`src/sv/maq_pkg.sv`:
```
package maq_pkg;

    // default width of the internal millisecond time base
    localparam int TIME_BITS_DEFAULT = 32;

    localparam int NOW_BITS       = 32;
    localparam int SKIP_BITS      = 8;
    localparam int MS_BITS        = 16;
    localparam int CFG_INDEX_BITS = 2;
    localparam int CFG_DATA_BITS  = 16;

    localparam logic [SKIP_BITS-1:0] FRAME_SKIP_RESET = 8'd1;
    localparam logic [MS_BITS-1:0]   PERSIST_RESET    = 16'd1000;
    localparam logic [MS_BITS-1:0]   COOLDOWN_RESET   = 16'd5000;
    localparam logic [MS_BITS-1:0]   GRACE_RESET      = 16'd500;

    // input command codes
    localparam logic CMD_FRAME        = 1'b0;
    localparam logic CMD_STREAM_RESET = 1'b1;

    typedef enum logic [CFG_INDEX_BITS-1:0] {
        REG_FRAME_SKIP = 2'd0,
        REG_PERSIST    = 2'd1,
        REG_COOLDOWN   = 2'd2,
        REG_GRACE      = 2'd3
    } cfg_reg_t;

    typedef struct packed {
        logic [SKIP_BITS-1:0] frame_skip;
        logic [MS_BITS-1:0]   persist_ms;
        logic [MS_BITS-1:0]   cooldown_ms;
        logic [MS_BITS-1:0]   grace_ms;
    } cfg_t;

    typedef struct packed {
        logic do_detect;
        logic motion_active;
        logic alarm;
    } result_t;

endpackage

```
`src/sv/maq_if.sv`:
```
interface maq_frame_if;
    logic        valid;
    logic        ready;
    logic        command;
    logic        has_target;
    logic [31:0] now_ms;

    modport source (output valid, output command, output has_target, output now_ms,
                    input ready);
    modport sink (input valid, input command, input has_target, input now_ms,
                  output ready);
endinterface

interface maq_result_if;
    logic valid;
    logic ready;
    logic do_detect;
    logic motion_active;
    logic alarm;

    modport source (output valid, output do_detect, output motion_active, output alarm,
                    input ready);
    modport sink (input valid, input do_detect, input motion_active, input alarm,
                  output ready);
endinterface

```
`src/sv/maq_core.sv`:
```
module maq_core #(
    parameter int TIME_BITS = maq_pkg::TIME_BITS_DEFAULT
) (
    input  logic                            clk,
    input  logic                            rst_n,
    input  maq_pkg::cfg_t                   cfg,
    input  logic                            phase_clear,
    input  logic                            step,
    input  logic                            command,
    input  logic                            has_target,
    input  logic [maq_pkg::NOW_BITS-1:0]    now_ms,
    output maq_pkg::result_t                result
);
    import maq_pkg::*;

    logic [SKIP_BITS-1:0] phase_reg, phase_next;
    logic                 motion_reg, motion_next;
    logic                 alarmed_reg, alarmed_next;
    logic [TIME_BITS-1:0] start_reg, start_next;
    logic [TIME_BITS-1:0] last_target_reg, last_target_next;
    logic [TIME_BITS-1:0] last_alarm_reg, last_alarm_next;

    logic [TIME_BITS-1:0] now_val;
    logic [SKIP_BITS-1:0] skip_n;
    logic [SKIP_BITS:0]   phase_inc;
    logic                 detect;
    logic                 fire;
    logic [TIME_BITS-1:0] since_target;
    logic [TIME_BITS-1:0] since_start;
    logic [TIME_BITS-1:0] since_alarm;

    assign now_val   = TIME_BITS'(now_ms);
    assign skip_n    = (cfg.frame_skip == '0) ? SKIP_BITS'(1) : cfg.frame_skip;
    assign phase_inc = {1'b0, phase_reg} + (SKIP_BITS+1)'(1);
    assign detect    = (phase_reg == '0);

    always_comb
    begin
        phase_next       = (phase_inc >= {1'b0, skip_n}) ? '0 : phase_inc[SKIP_BITS-1:0];
        motion_next      = motion_reg;
        start_next       = start_reg;
        last_target_next = last_target_reg;
        last_alarm_next  = last_alarm_reg;
        alarmed_next     = alarmed_reg;
        since_target     = now_val - last_target_reg;
        since_alarm      = now_val - last_alarm_reg;

        if (detect)
        begin
            if (has_target)
            begin
                last_target_next = now_val;
                if (!motion_reg)
                begin
                    motion_next = 1'b1;
                    start_next  = now_val;
                end
            end
            else if (motion_reg && (since_target > TIME_BITS'(cfg.grace_ms)))
            begin
                motion_next = 1'b0;
            end
        end

        since_start = now_val - start_next;
        fire = detect && motion_next
            && (since_start >= TIME_BITS'(cfg.persist_ms))
            && (!alarmed_reg || (since_alarm >= TIME_BITS'(cfg.cooldown_ms)));

        if (fire)
        begin
            last_alarm_next = now_val;
            alarmed_next    = 1'b1;
        end

        result.do_detect     = detect;
        result.motion_active = motion_next;
        result.alarm         = fire;

        // stream reset wipes the whole stream state
        if (command == CMD_STREAM_RESET)
        begin
            phase_next       = '0;
            motion_next      = 1'b0;
            start_next       = '0;
            last_target_next = '0;
            last_alarm_next  = '0;
            alarmed_next     = 1'b0;
            result           = '0;
        end
    end

    always_ff @(posedge clk or negedge rst_n)
    begin
        if (!rst_n)
        begin
            phase_reg       <= '0;
            motion_reg      <= 1'b0;
            start_reg       <= '0;
            last_target_reg <= '0;
            last_alarm_reg  <= '0;
            alarmed_reg     <= 1'b0;
        end
        else if (phase_clear)
        begin
            phase_reg <= '0;
        end
        else if (step)
        begin
            phase_reg       <= phase_next;
            motion_reg      <= motion_next;
            start_reg       <= start_next;
            last_target_reg <= last_target_next;
            last_alarm_reg  <= last_alarm_next;
            alarmed_reg     <= alarmed_next;
        end
    end

endmodule

```
`src/sv/motion_alarm_qualifier_unit.sv`:
```
// motion alarm qualifier
// frame carries one transaction per video frame: command (0 frame event,
// 1 stream reset), has_target from the tracker and now_ms, a wrapping
// millisecond timestamp. result returns exactly one transaction per
// input: do_detect, motion_active and alarm.
// the configuration port writes frame_skip, persist_ms, cooldown_ms and
// grace_ms by index on any cycle with cfg_we high; writes belong in idle
// periods, and writing frame_skip makes the next frame a detection frame.
// a frame accepted into the input register has its result registered in the
// result register once the result slot is free or being drained, and
// result.valid rises with that result.
// throughput: one transaction per cycle unless the receiver stalls; all
// decisions are compares and subtractions on the stream state, evaluated
// in the single pass between the input register and the result register.
// when the receiver stalls, the result register holds and the input register
// absorbs one more frame, after which frame.ready drops.
// reset clears the stream state and both registers' valid flags, and loads the
// register defaults (skip 1, persist 1000 ms, cooldown 5000 ms, grace 500 ms).
module motion_alarm_qualifier_unit #(
    parameter int TIME_BITS = maq_pkg::TIME_BITS_DEFAULT
) (
    input  logic                                clk,
    input  logic                                rst_n,
    maq_frame_if.sink                           frame,
    maq_result_if.source                        result,
    input  logic                                cfg_we,
    input  logic [maq_pkg::CFG_INDEX_BITS-1:0]  cfg_index,
    input  logic [maq_pkg::CFG_DATA_BITS-1:0]   cfg_wdata
);
    import maq_pkg::*;

    cfg_t            cfg_reg;
    logic            phase_clear;

    // input register
    logic            s1_valid_reg;
    logic            s1_command_reg;
    logic            s1_target_reg;
    logic [NOW_BITS-1:0] s1_now_reg;

    // result register
    logic            out_valid_reg;
    result_t         out_reg;

    result_t         core_result;
    logic            advance;

    // the held frame moves on whenever the result slot is free or being drained
    assign advance     = s1_valid_reg && (!out_valid_reg || result.ready);
    assign frame.ready = !s1_valid_reg || advance;

    assign phase_clear = cfg_we && (cfg_reg_t'(cfg_index) == REG_FRAME_SKIP);

    // configuration registers
    always_ff @(posedge clk or negedge rst_n)
    begin
        if (!rst_n)
        begin
            cfg_reg.frame_skip  <= FRAME_SKIP_RESET;
            cfg_reg.persist_ms  <= PERSIST_RESET;
            cfg_reg.cooldown_ms <= COOLDOWN_RESET;
            cfg_reg.grace_ms    <= GRACE_RESET;
        end
        else if (cfg_we)
        begin
            unique case (cfg_reg_t'(cfg_index))
                REG_FRAME_SKIP: cfg_reg.frame_skip  <= cfg_wdata[SKIP_BITS-1:0];
                REG_PERSIST:    cfg_reg.persist_ms  <= cfg_wdata[MS_BITS-1:0];
                REG_COOLDOWN:   cfg_reg.cooldown_ms <= cfg_wdata[MS_BITS-1:0];
                REG_GRACE:      cfg_reg.grace_ms    <= cfg_wdata[MS_BITS-1:0];
                default:        cfg_reg <= cfg_reg;
            endcase
        end
    end

    // input register: valid under reset, payload free-running on capture
    always_ff @(posedge clk or negedge rst_n)
    begin
        if (!rst_n)
        begin
            s1_valid_reg <= 1'b0;
        end
        else if (frame.ready)
        begin
            s1_valid_reg <= frame.valid;
        end
    end

    always_ff @(posedge clk)
    begin
        if (frame.valid && frame.ready)
        begin
            s1_command_reg <= frame.command;
            s1_target_reg  <= frame.has_target;
            s1_now_reg     <= frame.now_ms;
        end
    end

    maq_core #(
        .TIME_BITS (TIME_BITS)
    ) u_core (
        .clk         (clk),
        .rst_n       (rst_n),
        .cfg         (cfg_reg),
        .phase_clear (phase_clear),
        .step        (advance),
        .command     (s1_command_reg),
        .has_target  (s1_target_reg),
        .now_ms      (s1_now_reg),
        .result      (core_result)
    );

    // result register
    always_ff @(posedge clk or negedge rst_n)
    begin
        if (!rst_n)
        begin
            out_valid_reg <= 1'b0;
        end
        else if (advance)
        begin
            out_valid_reg <= 1'b1;
        end
        else if (result.ready)
        begin
            out_valid_reg <= 1'b0;
        end
    end

    always_ff @(posedge clk)
    begin
        if (advance)
        begin
            out_reg <= core_result;
        end
    end

    assign result.valid         = out_valid_reg;
    assign result.do_detect     = out_reg.do_detect;
    assign result.motion_active = out_reg.motion_active;
    assign result.alarm         = out_reg.alarm;

    // an alarm only ever fires on a detection frame with motion active
    a_alarm_needs_motion: assert property (@(posedge clk) disable iff (!rst_n)
        out_valid_reg && out_reg.alarm |-> out_reg.do_detect && out_reg.motion_active)
        else $error("alarm without detection and motion");

    // an empty input register always takes a frame
    a_ready_when_empty: assert property (@(posedge clk) disable iff (!rst_n)
        !s1_valid_reg |-> frame.ready)
        else $error("input stalled while input register empty");

    // a held frame stays held while the result slot is blocked
    a_hold_input: assert property (@(posedge clk) disable iff (!rst_n)
        s1_valid_reg && out_valid_reg && !result.ready |=> s1_valid_reg)
        else $error("held frame lost during stall");

    // a stream reset always yields an all-zero result
    a_stream_reset_zero: assert property (@(posedge clk) disable iff (!rst_n)
        advance && (s1_command_reg == CMD_STREAM_RESET) |=> (out_reg == '0))
        else $error("stream reset result not cleared");

endmodule
```
`src/flat_wrapper.sv`:
```
// flat-port wrapper written by rule: the top's interface ports become plain ports
module motion_alarm_qualifier_unit_flat import maq_pkg::*;
#(
    parameter int TIME_BITS = maq_pkg::TIME_BITS_DEFAULT
)
  (clk, rst_n, cfg_we, cfg_index, cfg_wdata, frame_valid, frame_command, frame_has_target, frame_now_ms, frame_ready, result_valid, result_do_detect, result_motion_active, result_alarm, result_ready);
  maq_frame_if frame_i ();
  maq_result_if result_i ();
  input  logic clk;
  input  logic rst_n;
  input  logic cfg_we;
  input  logic [maq_pkg::CFG_INDEX_BITS-1:0] cfg_index;
  input  logic [maq_pkg::CFG_DATA_BITS-1:0] cfg_wdata;
  input wire logic [$bits(frame_i.valid)-1:0] frame_valid;
  input wire logic [$bits(frame_i.command)-1:0] frame_command;
  input wire logic [$bits(frame_i.has_target)-1:0] frame_has_target;
  input wire logic [$bits(frame_i.now_ms)-1:0] frame_now_ms;
  output wire logic [$bits(frame_i.ready)-1:0] frame_ready;
  output wire logic [$bits(result_i.valid)-1:0] result_valid;
  output wire logic [$bits(result_i.do_detect)-1:0] result_do_detect;
  output wire logic [$bits(result_i.motion_active)-1:0] result_motion_active;
  output wire logic [$bits(result_i.alarm)-1:0] result_alarm;
  input wire logic [$bits(result_i.ready)-1:0] result_ready;
  assign frame_i.valid = frame_valid;
  assign frame_i.command = frame_command;
  assign frame_i.has_target = frame_has_target;
  assign frame_i.now_ms = frame_now_ms;
  assign frame_ready = frame_i.ready;
  assign result_valid = result_i.valid;
  assign result_do_detect = result_i.do_detect;
  assign result_motion_active = result_i.motion_active;
  assign result_alarm = result_i.alarm;
  assign result_i.ready = result_ready;
  motion_alarm_qualifier_unit #(.TIME_BITS(TIME_BITS)) u_core (.clk(clk), .rst_n(rst_n), .frame(frame_i), .result(result_i), .cfg_we(cfg_we), .cfg_index(cfg_index), .cfg_wdata(cfg_wdata));
endmodule
```
`config.mk`:
```
export PLATFORM = sky130hd
export DESIGN_NAME = motion_alarm_qualifier_unit_flat
export DESIGN_NICKNAME = d
export VERILOG_FILES = /design/src/sv/maq_pkg.sv /design/src/sv/maq_if.sv /design/src/sv/maq_core.sv /design/src/sv/motion_alarm_qualifier_unit.sv /design/src/flat_wrapper.sv
export SDC_FILE = /design/constraint.sdc
export NUM_CORES = 1
export LEC_CHECK = 0
export BUFFER_PORTS_ARGS = -buffer_cell sky130_fd_sc_hd__buf_2
export CORE_ASPECT_RATIO = 1.75
export CORE_UTILIZATION = 48
export DETAILED_ROUTE_END_ITERATION = 7
export PLACE_DENSITY = 0.66
export RECOVER_POWER = 100
export SETUP_SLACK_MARGIN = 0.2
export SLEW_MARGIN = 20
export SYNTH_ARGS = -nofsm -noshare
export SYNTH_HDL_FRONTEND = slang
export SYNTH_HIERARCHICAL = 1
export SYNTH_SLANG_ARGS = --single-unit
```
`constraint.sdc`:
```
create_clock -name clk -period 13.37 [get_ports clk]
set_input_delay 1.337 -clock clk [delete_from_list [all_inputs] [get_ports clk]]
set_output_delay 1.337 -clock clk [all_outputs]
set_load 0.1 [all_outputs]
```
# ---- After elaboration in Yosys (flattened, before gate mapping)
# Index checks and enable logic that the tools add are counted.
dict set report word_totals {
  reg_bits 201
  latchBits 0
  mem_bits_rw 0
  romBits 0
  out_inout_bits 5
  word_cells 80
  memories 0
}
dict set report op_classes {
  addsub 4
  n_mul 0
  n_div 0
  n_lt_le_gt_ge 4
  eq_ne 3
  n_shift 0
  muxes 22
  bitwise 1
  n_reduce_logical 28
}
# cell n
set ops {}
lappend ops {{two-way mux 32 bit} 9}
lappend ops {{subtractor 32 bit} 3}
lappend ops {{greater-or-equal comparator 32 x 16 -> 1 bit} 2}
lappend ops {{two-way mux 8 bit} 5}
lappend ops {{> comparator 32 x 16 -> 1 bit} 1}
lappend ops {{logical NOT 8 bit} 2}
lappend ops {{AND reduction 2 bit} 5}
lappend ops {{nonzero test 2 bit} 5}
lappend ops {{adder 8 x 1 -> 9 bit (second input constant)} 1}
lappend ops {{greater-or-equal comparator 9 x 8 -> 1 bit} 1}
lappend ops {{two-way mux 1 bit} 8}
lappend ops {{logical AND 1 bit} 7}
lappend ops {{equality test 2 bit (second input constant)} 2}
lappend ops {{AND reduction 4 bit} 1}
lappend ops {{logical NOT 1 bit} 3}
lappend ops {{logical OR 1 bit} 3}
lappend ops {{AND reduction 3 bit} 1}
lappend ops {{equality test 2 x 1 -> 1 bit (second input constant)} 1}
lappend ops {{logical NOT 2 bit} 1}
lappend ops {{NOT 1 bit} 1}

# ---- Depth between registers and ports, before layout
dict set report logic_depth {
  ltp_word 11
  mapped_depth 27
  ltp_nobuf 25
}

# ---- Cells and area by module
# Netlist, hierarchy kept.
# module n_inst cells_per_inst area_per_inst_um2
set by_module_without_submodules {}
lappend by_module_without_submodules {maq_core 1 1585 12408.2}
lappend by_module_without_submodules {motion_alarm_qualifier_unit 1 165 3478.3}

# ---- Worst setup path before layout
# OpenSTA, ideal clock, no wires.
dict set report synth_path {
  path_kind {reg-to-reg}
  startpoint {reg u_core.u_core.phase_reg[0]}
  endpoint {reg u_core.u_core.last_alarm_reg[22]}
  setup_ns 0.090
  t_arrival_ns 5.586
  required_ns 13.280
  path_slack_ns 7.694
  stages_incl_launch_ff 26
  n_path_buf 3
  path_cell_list {dfrtp_1 -> inv_1 -> ha_1 -> nand4_1 -> clkbuf_1 -> clkbuf_1 -> mux2i_1 -> ha_1 -> a21oi_1 -> nand2_1 -> o21ai_0 -> o21ai_0 -> xor2_1 -> ha_1 -> a21o_1 -> a221o_1 -> a2111oi_0 -> o221ai_1 -> nor4_1 -> nand3_1 -> nor4_1 -> nand4b_1 -> o211a_4 -> buf_6 -> a211o_1 -> o221ai_1}
}
dict set report synth_via {
  elab_chain_cells 8
  elab_cells_between_ends 10
  classes_between {add/sub (1); order compare (1); mux (2); reduce/logical (6)}
}
# item line
set synth_lines {}
lappend synth_lines {{start: declaration} maq_core.sv:16} ;# logic [SKIP_BITS-1:0] phase_reg, phase_next;
lappend synth_lines {{start signal: assignment} maq_core.sv:110} ;# phase_reg <= phase_next;
lappend synth_lines {{logical NOT 8 bit (*)} maq_core.sv:35} ;# assign detect = (phase_reg == '0);
lappend synth_lines {{two-way mux 32 bit} maq_core.sv:48} ;# if (detect)
lappend synth_lines {{subtractor 32 bit} maq_core.sv:65} ;# since_start = now_val - start_next;
lappend synth_lines {{greater-or-equal comparator 32 x 16 -> 1 bit} maq_core.sv:67} ;# && (since_start >= TIME_BITS'(cfg.persist_ms))
lappend synth_lines {{logical AND 1 bit (*)} maq_core.sv:67}
lappend synth_lines {{logical AND 1 bit (*)} maq_core.sv:68} ;# && (!alarmed_reg || (since_alarm >= TIME_BITS'(cfg.cooldown_ms)));
lappend synth_lines {{nonzero test 2 bit (no source line) (*)} -}
lappend synth_lines {{AND reduction 3 bit (no source line) (*)} -}
lappend synth_lines {{end signal: assignment} maq_core.sv:114} ;# last_alarm_reg <= last_alarm_next;
lappend synth_lines {{end: declaration} maq_core.sv:21} ;# logic [TIME_BITS-1:0] last_alarm_reg, last_alarm_next;
# Every way passes the cells marked *; elsewhere a longest branch is shown, timed or not.
# A chain may end at the register's enable or synchronous reset.

# ---- Worst setup path in the final report
dict set report layout_path {
  startpoint {reg u_core.u_core.phase_reg[0]}
  endpoint {reg u_core.u_core.last_alarm_reg[17]}
}
# The elaborated chain is that of the path after synthesis.

==> results list <==
- Post-DR vias/cell: 6.18
* CP endpoint kind: flip-flop
* # fillers: 3108
* Startpoint of the worst setup timing path: u_core/u_core/phase_reg[0]$_DFFE_PN0P_
* Final count of pins violating max slew: 377
- Post-layout util: 52.0%
* Clock transition time at the flip-flop clock pins of the worst setup and hold paths: 0.06 ns
- The clock arrives with 0.0225 ns of skew.
- In this run the critical register-to-register path is launched from u_core/u_core/phase_reg[0]$_DFFE_PN0P_.
- Effective utilization at floorplan: 49.0%
- Setup violations remaining at the end of the flow were counted as 0.
* Share of synthesized registers carrying an async set or reset: 81.6%
* Total half-perimeter wirelength after legalization and detailed placement: 36.8 mm
- Share of the yosys chip area belonging to registers: 33.0%
- Max-cap violations in this run came to 7.
- From synthesis to final layout, the design area changed by 6.11%.
- In the final layout, the share of cells above drive strength 1 is 9.22%.
* Crit path required time: 13.79 ns
- In the final timing run, aggregate negative setup slack is 0 ns.
- Maximum net fanout on the critical path: 37
* Mean post-synth cell area: 9.08 µm²
* Hold wc startpoint: u_core/u_core/last_target_reg[27]$_DFFE_PN0P_
* Netlist area before placement: 15900 µm²
* Startpoint-to-endpoint class of the critical path: reg -> reg
* Post-DRT Antenna Nets: 0
- In the finished design, the share of the clock period the worst path needs comes to 71.1%.
- Warning count from the yosys run: 6
* Achievable Freq: 0.105 GHz
- Count of mapped cells out of synthesis: 1750
* Detailed-route via count: 13500
- The total count of hold-check failures in the final report was 0.
- Port buffering added 61 buffers.
- TritonCTS built the clock tree.
- The region available for standard cell placement spans 32400 µm².
- The number of placed instances, taps included, is 2138.
- The die is 140 µm wide.
* Post-synth EDFFs: 37
* Cts bufs inserted: 22
- At the worst endpoint, the arrival time is 9.93 ns.
* Total global-route track usage: 28.0%
- After synthesis the netlist holds a flip-flop and latch count of 201.
- Peak supply drop: 0.128 mV
- The first global-routing pass estimated 73.9 mm of wire.
* Hold Worst Slack: 0.477 ns
- In this run, post-CTS repair resized a total of 0 instances.
- Setup repair bufs after CTS: 0
* Final GP Congestion: 0.927
- At the pin with the least slew margin, the transition time is 5.44 ns.
- The floorplan step defined a die boundary enclosing 33900 µm².
- Min cycle time layout: 9.51 ns
- Syn Nets: 1961
* Status: finished, violations left
- In this run the number of H-tree levels came out at 1.
- Number of detailed-route iterations in the first pass: 5
* Number of placement rows: 87
- Number of clock sinks: 201
* Number of design rule violations left after detail routing: 0
- Number of antenna violations at the first check in global routing: 0
- Global route overflow: 0
* Largest register FFs: 56
* Boundary pin count: 62
- Wires add up to 47.3 mm.
- Sort of element at the start of the critical path: flip-flop
- Cell depth of the worst hold path: 2
- The detailed router finished its first iteration with 673 violations.
- Count of hold-fix buffers inserted at cts: 0
- In this run the deepest clock path goes through 3 buffers.
- In the layout the commonest cells are sky130_fd_sc_hd__nand2_1 (169), sky130_fd_sc_hd__ha_1 (151), sky130_fd_sc_hd__dfrtp_1 (146), sky130_fd_sc_hd__inv_1 (139), sky130_fd_sc_hd__o21ai_0 (133).
- Power per standard cell area: 187 nW/µm²
* Worst hold-check path type: reg -> reg
* RSZ-0062 raised after global routing: no
- Wire per inst: 21.7 µm
- Synth unique cells: 94
* Violations in the final reports: max-capacitance violations, max-slew violations
- For the worst flop-to-flop path, the logic depth is 23.
* Total Power: 3160 µW
- Number of global-route vias before repair: 13300
- For the worst-skew pair, the clock arrives at the later sink with an insertion delay of 0.54 ns.
- Clock tree synthesis selected as its root buffer the cell sky130_fd_sc_hd__clkbuf_16.
* Antenna diode count: 0
* Footprint of the multi-input gates: 9570 µm²
- Register Area: 5240 µm²
- Entering global routing, the biggest net connects 99 pins.
- In the synthesized netlist the dominant register cell turns out to be sky130_fd_sc_hd__dfrtp_1.
- Leakage component of the power: 0.00738 µW
- In the final design database the tool counted 1973 nets.
- The worst pin sits at a relative slew slack of -263%.
- Most common library cell in the layout ignoring fill and taps: sky130_fd_sc_hd__nand2_1
* Height of the die: 243 µm
- Final instance count without filler cells: 2178
## worst paths after layout
path,slack [ns],end
setup / recovery,3.86,u_core/u_core/last_alarm_reg[17]$_DFFE_PN0P_
hold / removal,0.48,u_core/u_core/last_target_reg[27]$_DFFE_PN0P_
setup reg to reg,3.86,u_core/u_core/last_alarm_reg[17]$_DFFE_PN0P_
max in group asynchronous,5.37,u_core/u_core/start_reg[4]$_DFFE_PN0P_
hold reg to reg,0.48,u_core/u_core/last_target_reg[27]$_DFFE_PN0P_
min in group asynchronous,2.79,u_core/cfg_reg[20]$_DFFE_PN0P_
## metal layers
layer	vias up	global-route usage [%]	routed length [µm]
li1	6472	-	-
met1	6565	31.2	18300
met2	330	52.9	25200
met3	88	2.23	1560
met4	0	13.8	2210
met5	-	0	0
## critical path, cell delays in order, from the launching register on
cell and delay, ns:
sky130_fd_sc_hd__dfrtp_1 0.44, sky130_fd_sc_hd__inv_1 0.07, sky130_fd_sc_hd__ha_1 0.21, sky130_fd_sc_hd__nand4_1 0.07, sky130_fd_sc_hd__clkbuf_1 1.90, sky130_fd_sc_hd__mux2i_1 0.34
sky130_fd_sc_hd__ha_1 0.50, sky130_fd_sc_hd__o211ai_1 0.11, sky130_fd_sc_hd__a21oi_1 0.29, sky130_fd_sc_hd__o21ai_0 0.34, sky130_fd_sc_hd__o31ai_1 0.68, sky130_fd_sc_hd__xor2_1 0.17
sky130_fd_sc_hd__ha_1 0.34, sky130_fd_sc_hd__and4_1 0.21, sky130_fd_sc_hd__nand4_1 0.14, sky130_fd_sc_hd__or4_1 0.58, sky130_fd_sc_hd__o21ai_0 0.11, sky130_fd_sc_hd__nor4_1 0.08
sky130_fd_sc_hd__nand3_1 0.09, sky130_fd_sc_hd__nor4_1 0.06, sky130_fd_sc_hd__nand4b_1 0.25, sky130_fd_sc_hd__o211a_1 0.99, sky130_fd_sc_hd__nand3_2 0.90, sky130_fd_sc_hd__o221ai_1 0.46
## metrics by stage
stage	area (µm²)	setup WS, ns
6_report	16900	3.86
5_1_grt	16900	3.25
4_1_cts	17100	6.30
3_5_place_dp	16400	6.33
3_3_place_gp	16400	6.57
2_1_floorplan	15900	7.69
## synth_stat cells (all sizes together), types with 13 or more instances
library cell	count	area [µm²]
a21o	41	308
mux2i	39	390
nand2	170	641
o221ai	32	280
clkbuf	54	204
dfstp	18	473
xor2	28	245
a211o	31	272
nand3	34	188
a31oi	13	87.6
ha	151	1890
a21oi	122	637
mux2	57	754
buf	25	189
edfxtp	37	1110
nor3	27	140
o21ai	141	717
dfrtp	146	3650
nor2	77	292
a211oi	16	130
o211ai	26	200
xnor2	39	342
inv	139	522
nand4	32	200
o21a	16	120
nand2b	56	350
## final cells by class
class | instances | area share, %
tap | 400 | 2.97
clock inverter | 10 | 0.408
clock buffer | 30 | 3.81
sequential | 201 | 31.1
multi-input combinational | 1331 | 56.8
timing repair buffer | 67 | 1.89
inverter | 139 | 3.10
## power by group
part	internal (µW)	switching, µW
combinational	671	1040
sequential	761	76.4
clock	339	266
total	1770	1380
## cell families after synthesis
logic type                 Yosys count  synth area share (%)
xor gates and xnor gates            67                  3.69
and+or+nand+nor                    487                  15.6
buffers and inverters              218                  5.76
AOI/OAI and AO/OA                  527                  22.5
DFF                                201                  33.0
muxes                               96                  7.21
adders and majority gates          154                  12.3
Power figures use the tool's default switching activity.
